<file path="config.mk">
export PLATFORM = sky130hd
export DESIGN_NAME = mssm_ctrl
export DESIGN_NICKNAME = d
export VERILOG_FILES = /design/src/rtl/mssm_pkg.sv /design/src/rtl/mssm_ctrl.sv
export SDC_FILE = /design/constraint.sdc
export NUM_CORES = 1
export LEC_CHECK = 0
export ABC_CLOCK_PERIOD_IN_PS = 1500
export BUFFER_PORTS_ARGS = -buffer_cell sky130_fd_sc_hd__buf_2
export CELL_PAD_IN_SITES_DETAIL_PLACEMENT = 2
export CELL_PAD_IN_SITES_GLOBAL_PLACEMENT = 2
export CORE_AREA = 4 4 41 43
export CTS_BUF_LIST = sky130_fd_sc_hd__clkbuf_4 sky130_fd_sc_hd__clkbuf_8
export DETAILED_ROUTE_END_ITERATION = 10
export DIE_AREA = 0 0 45 47
export GPL_TIMING_DRIVEN = 0
export PLACE_DENSITY = 0.48
export SLEW_MARGIN = 15
export SYNTH_ARGS = -nofsm -noshare
export SYNTH_HDL_FRONTEND = slang
export SYNTH_SLANG_ARGS = --single-unit
</file>
<file path="constraint.sdc">
create_clock -name clk -period 1.5 [get_ports clk]
set_input_delay 0.075 -clock clk [delete_from_list [all_inputs] [get_ports clk]]
set_output_delay 0.075 -clock clk [all_outputs]
set_load 0.05 [all_outputs]
</file>
<file path="src/rtl/mssm_pkg.sv">
// Shared types and constants for the multi-stack shared memory core.
// Used by the controller, the datapath, the top level and the port checker.
`timescale 1ns / 1ps
package mssm_pkg;

	localparam int unsigned IdWidth     = 4;
	localparam int unsigned ValueWidth  = 32;
	localparam int unsigned StatusWidth = 2;
	localparam int unsigned NumWidth    = 5;
	localparam int unsigned SizeWidth   = 8;
	localparam int unsigned FillWidth   = 8;
	localparam int unsigned CfgWidth    = 8;
	// Widest address the layout can form: 15 * 255 + 255 = 4080 fits in 12 bits.
	localparam int unsigned LayoutAddrWidth = 13;

	typedef enum logic [StatusWidth-1:0] {
		STATUS_OK      = 2'd0,
		STATUS_FULL    = 2'd1,
		STATUS_EMPTY   = 2'd2,
		STATUS_INVALID = 2'd3
	} status_t;

	typedef enum logic {
		REQ_PUSH = 1'b0,
		REQ_POP  = 1'b1
	} req_t;

	typedef enum logic {
		CFG_NUM_STACKS = 1'b0,
		CFG_STACK_SIZE = 1'b1
	} cfg_index_t;

	typedef enum logic [1:0] {
		ST_IDLE,
		ST_EXEC,
		ST_READ
	} state_t;

	// Commands from the controller to the datapath.
	typedef struct packed {
		logic capture;    // register the incoming request word
		logic rd;         // pop hit: read memory, drop the fill count
		logic fin_direct; // finish a push or a refused request into the output slot
		logic fin_pop;    // finish a pop with the memory read data
	} ctrl_cmd_t;

	// Status from the datapath to the controller.
	typedef struct packed {
		logic pop_ok;   // held request is a pop on a valid, non-empty stack
		logic out_free; // output slot is empty or being drained this cycle
	} dp_status_t;

endpackage

</file>
<file path="src/rtl/mssm_ctrl.sv">
// Controller state machine of the multi-stack shared memory core.
// Depends on mssm_pkg for the state, command and status types.
`timescale 1ns / 1ps
module mssm_ctrl (
	input  logic                  clk,
	input  logic                  arst_n,
	input  logic                  in_valid,
	output logic                  in_ready,
	input  mssm_pkg::dp_status_t  status,
	output mssm_pkg::ctrl_cmd_t   cmd
);

	mssm_pkg::state_t state_q, state_next;

	always_ff @(posedge clk or negedge arst_n) begin
		if (!arst_n) begin
			state_q <= mssm_pkg::ST_IDLE;
		end else begin
			state_q <= state_next;
		end
	end

	always_comb begin
		state_next = state_q;
		unique case (state_q)
			mssm_pkg::ST_IDLE: begin
				if (in_valid) state_next = mssm_pkg::ST_EXEC;
			end
			mssm_pkg::ST_EXEC: begin
				if (status.pop_ok) begin
					state_next = mssm_pkg::ST_READ;
				end else if (status.out_free) begin
					state_next = mssm_pkg::ST_IDLE;
				end
			end
			mssm_pkg::ST_READ: begin
				if (status.out_free) state_next = mssm_pkg::ST_IDLE;
			end
			default: state_next = mssm_pkg::ST_IDLE;
		endcase
	end

	always_comb begin
		in_ready       = 1'b0;
		cmd            = '0;
		unique case (state_q)
			mssm_pkg::ST_IDLE: begin
				in_ready    = 1'b1;
				cmd.capture = in_valid;
			end
			mssm_pkg::ST_EXEC: begin
				cmd.rd         = status.pop_ok;
				cmd.fin_direct = !status.pop_ok && status.out_free;
			end
			mssm_pkg::ST_READ: begin
				cmd.fin_pop = status.out_free;
			end
			default: begin
				in_ready = 1'b0;
			end
		endcase
	end

endmodule

</file>
==> results.py <==
metrics = {
    "drt": {
        "final_antenna_net_count": 0,
        "dr.pass1.iters": 2,
        "drt_iter0_drc": 1,
        "wl_um": 460,
        "drc": 0,
        "wl_per_cell_um": 11.8,
        "vias": 151,
        "viasPerCell": 3.87,
    },
    "cts": {
        "clockBufferDepth": 2,
        "h-tree-depth": 1,
        "clkTransAtPathRegs_ns": 0.03,
        "cts_tree": "built",
        "clk_latency_ns": 0.22,
        "numCtsBuffers": 3,
        "cts_root_buffer": "clkbuf_4",
        "post_cts_resized": 0,
        "clock-sinks": 2,
    },
    "yosys": {
        "synth_area_leader_cell": "dfrtp_1",
        "synth_area_sq_um": 121,
        "synthDistinctLibCells": 9,
        "synth_seq_cells": 2,
        "synthXorXnorAreaFrac_pct": 0,
        "synth_area_per_cell_sq_um": 11.0,
        "ys_seq_area_share_pct": 41.2,
        "synth.top_cell.area_share_pct": 41.2,
        "muxShareOfSynthArea_pct": 0,
        "synth_top_family_by_area": "simple AND/OR/NAND/NOR gates",
        "synth_nets": 16,
        "synth_area_leaders": "dfrtp_1 41%, nor3b_1 12%, and4bb_2 10%",
        "synth_compound_area_share_pct": 0,
        "netlist_instances": 11,
        "synthAdderAreaFrac_pct": 0,
        "ys_warn_count": 0,
        "synth-simple-area-share_pct": 58.8,
    },
    "critical_path": {
        "r2r-end": "state_q[0]",
        "worstPathMaxFanout": 7,
        "required_ns": 1.42,
        "cp_cell_sequence": "and4bb_2, buf_2",
        "critPathLaunchType": "flip-flop",
        "regToRegStartpoint": "state_q[0]",
        "cp-end-kind": "primary output",
        "critPathKind": "flip-flop to primary output",
        "critPathArrivalTime_ns": 1.22,
        "critPathMaxStageDelay_ns": 0.43,
        "crit_family": "flip-flops",
        "cpMaxStageDelayCell": "dfrtp_1",
        "rr_worst_depth": 2,
        "reg2reg_setup_slack_ns": 0.49,
        "path_buf_inv": 1,
    },
    "status": {
        "outcome": "completed",
    },
    "layout": {
        "area_growth_syn_to_layout_pct": 83.5,
        "top_register": "state_q",
        "largest_reg_flops": 2,
        "multi_input_area_sq_um": 76.3,
        "drive_gt1_share_pct": 66.7,
        "nFillCells": 164,
        "num_antenna_cells": 0,
        "largest_registers": "state_q (2)",
        "nNetsFinal": 31,
        "seq_area_sq_um": 50.0,
    },
    "timing": {
        "finalMaxSlewViolations": 0,
        "tns_ns": 0,
        "relSlewSlack_pct": 84.1,
        "fin_worst_skew_ns": 0.00196,
        "fmax_mhz": 773,
        "worst_pin_slew_ns": 0.235,
        "finalHoldViolCount": 0,
        "rsz0062_at_grt": "no",
        "setup_viol": 0,
        "period_share_pct": 86.2,
        "fin_hold_ws_ns": 0.178,
        "period_needed_ns": 1.29,
    },
    "pwr": {
        "p_per_area_nw_per_um2": 1750,
        "leakagePower_nw": 0.117,
        "peakVddDrop_v": 0.000353,
    },
    "job": {
        "cap_violations": 0,
    },
    "floorplan": {
        "initial_core_util_pct": 9.33,
        "std_cell_rows": 13,
        "die_y_um": 47,
        "die_w_um": 45,
        "die-area_sq_um": 2120,
        "io_pins": 10,
        "core_sq_um": 1300,
    },
    "grt": {
        "grt_max_degree": 8,
        "track_usage_pct": 5.21,
        "grt_pass1_vias": 179,
        "antenna_found_initial": 0,
        "grt_overflow": 0,
        "grt_pass1_wl_um": 655,
    },
    "hold_path": {
        "hp-class": "input port to async pin",
    },
    "placed_design": {
        "place.gp.congestion": 0.578,
        "port_buffers": 9,
    },
}
==> per-stage QoR <==
| step | cell area, sq um | setup slack [ns] | util, % | power, W | instances |
|---|---|---|---|---|---|
| finish | 223 | 0.207 | 17.1 | 0.000390 | 39 |
| global route | 223 | 0.150 | 17.1 | 0.000416 | 39 |
| CTS | 223 | 0.181 | 17.1 | 0.000402 | 39 |
| detailed placement | 190 | 0.427 | 14.6 | 0.000275 | 35 |
| global placement | 190 | 0.438 | 14.6 | 0.000271 | 35 |
| floorplan | 126 | 0.0954 | - | 0.000228 | 11 |
==> cell usage after synthesis <==
library cell,instances
nor2_1,1
or2_2,1
nor4b_1,1
and3b_1,1
and4bb_2,1
or2_1,1
nor3b_1,2
and3b_2,1
dfrtp_1,2
==> worst register-to-register path: stages, from the launching register on <==
cell	delay, ns
dfrtp_1	0.44
nor4b_1	0.18
or2_2	0.27
==> final cells by class <==
cell class / instances / area share [%]
clock buffer: 3 / 10.1
multi-input combinational: 9 / 34.3
sequential: 2 / 22.5
tap: 15 / 8.43
timing repair buffer: 10 / 24.7
==> cells in the final DEF (no fill, tap or decap) <==
cell,instances
and3b_2,1
dlygate4sd3_1,1
nor3b_1,1
or2_1,1
and4bb_2,1
dfrtp_1,2
nor4b_1,1
or2_2,1
nor2_1,1
nor3b_2,1
buf_2,9
and3b_1,1
clkbuf_4,3
==> worst max path at each step <==
stage | startpoint | endpoint | slack [ns] | cells after the start
after global routing | state_q[1] | cmd[1] | 0.15 | 2
after global placement | state_q[1] | cmd[1] | 0.44 | 2
after floorplan | state_q[0] | state_q[0] | 0.1 | 2
after detailed placement | state_q[1] | cmd[1] | 0.43 | 2
final | state_q[1] | cmd[1] | 0.21 | 2
after CTS | state_q[1] | cmd[1] | 0.18 | 2
==> logic make-up (layout without fill, tap and decap cells) <==
| family | Yosys count | after routing |
|---|---|---|
| AND/OR/NAND/NOR | 9 | 9 |
| flip-flops | 2 | 2 |
| buffers and inverters | 0 | 13 |
==> power by group <==
group / switching (W) / total, W / internal [W]
clock: 0.0000282 / 0.000116 / 0.0000880
sequential: 0.0000272 / 0.0000959 / 0.0000687
combinational: 0.000124 / 0.000178 / 0.0000541
==> routing by layer <==
| layer | up-vias | wire length, um | track usage, % |
|---|---|---|---|
| met5 | - | 0 | 0 |
| met4 | 0 | 19 | 12.3 |
| met3 | 2 | 62 | 0.766 |
| met2 | 11 | 200 | 5.93 |
| met1 | 70 | 176 | 4.99 |
| li1 | 68 | - | - |
==> what timing repair did <==
action | 4_1_cts | 5_1_grt
hold buffers | 1 | 0
endpoints found under the hold margin | 2 | 0
buffers inserted | 0 | 0
No activity file was read; power rests on OpenSTA's default activity.
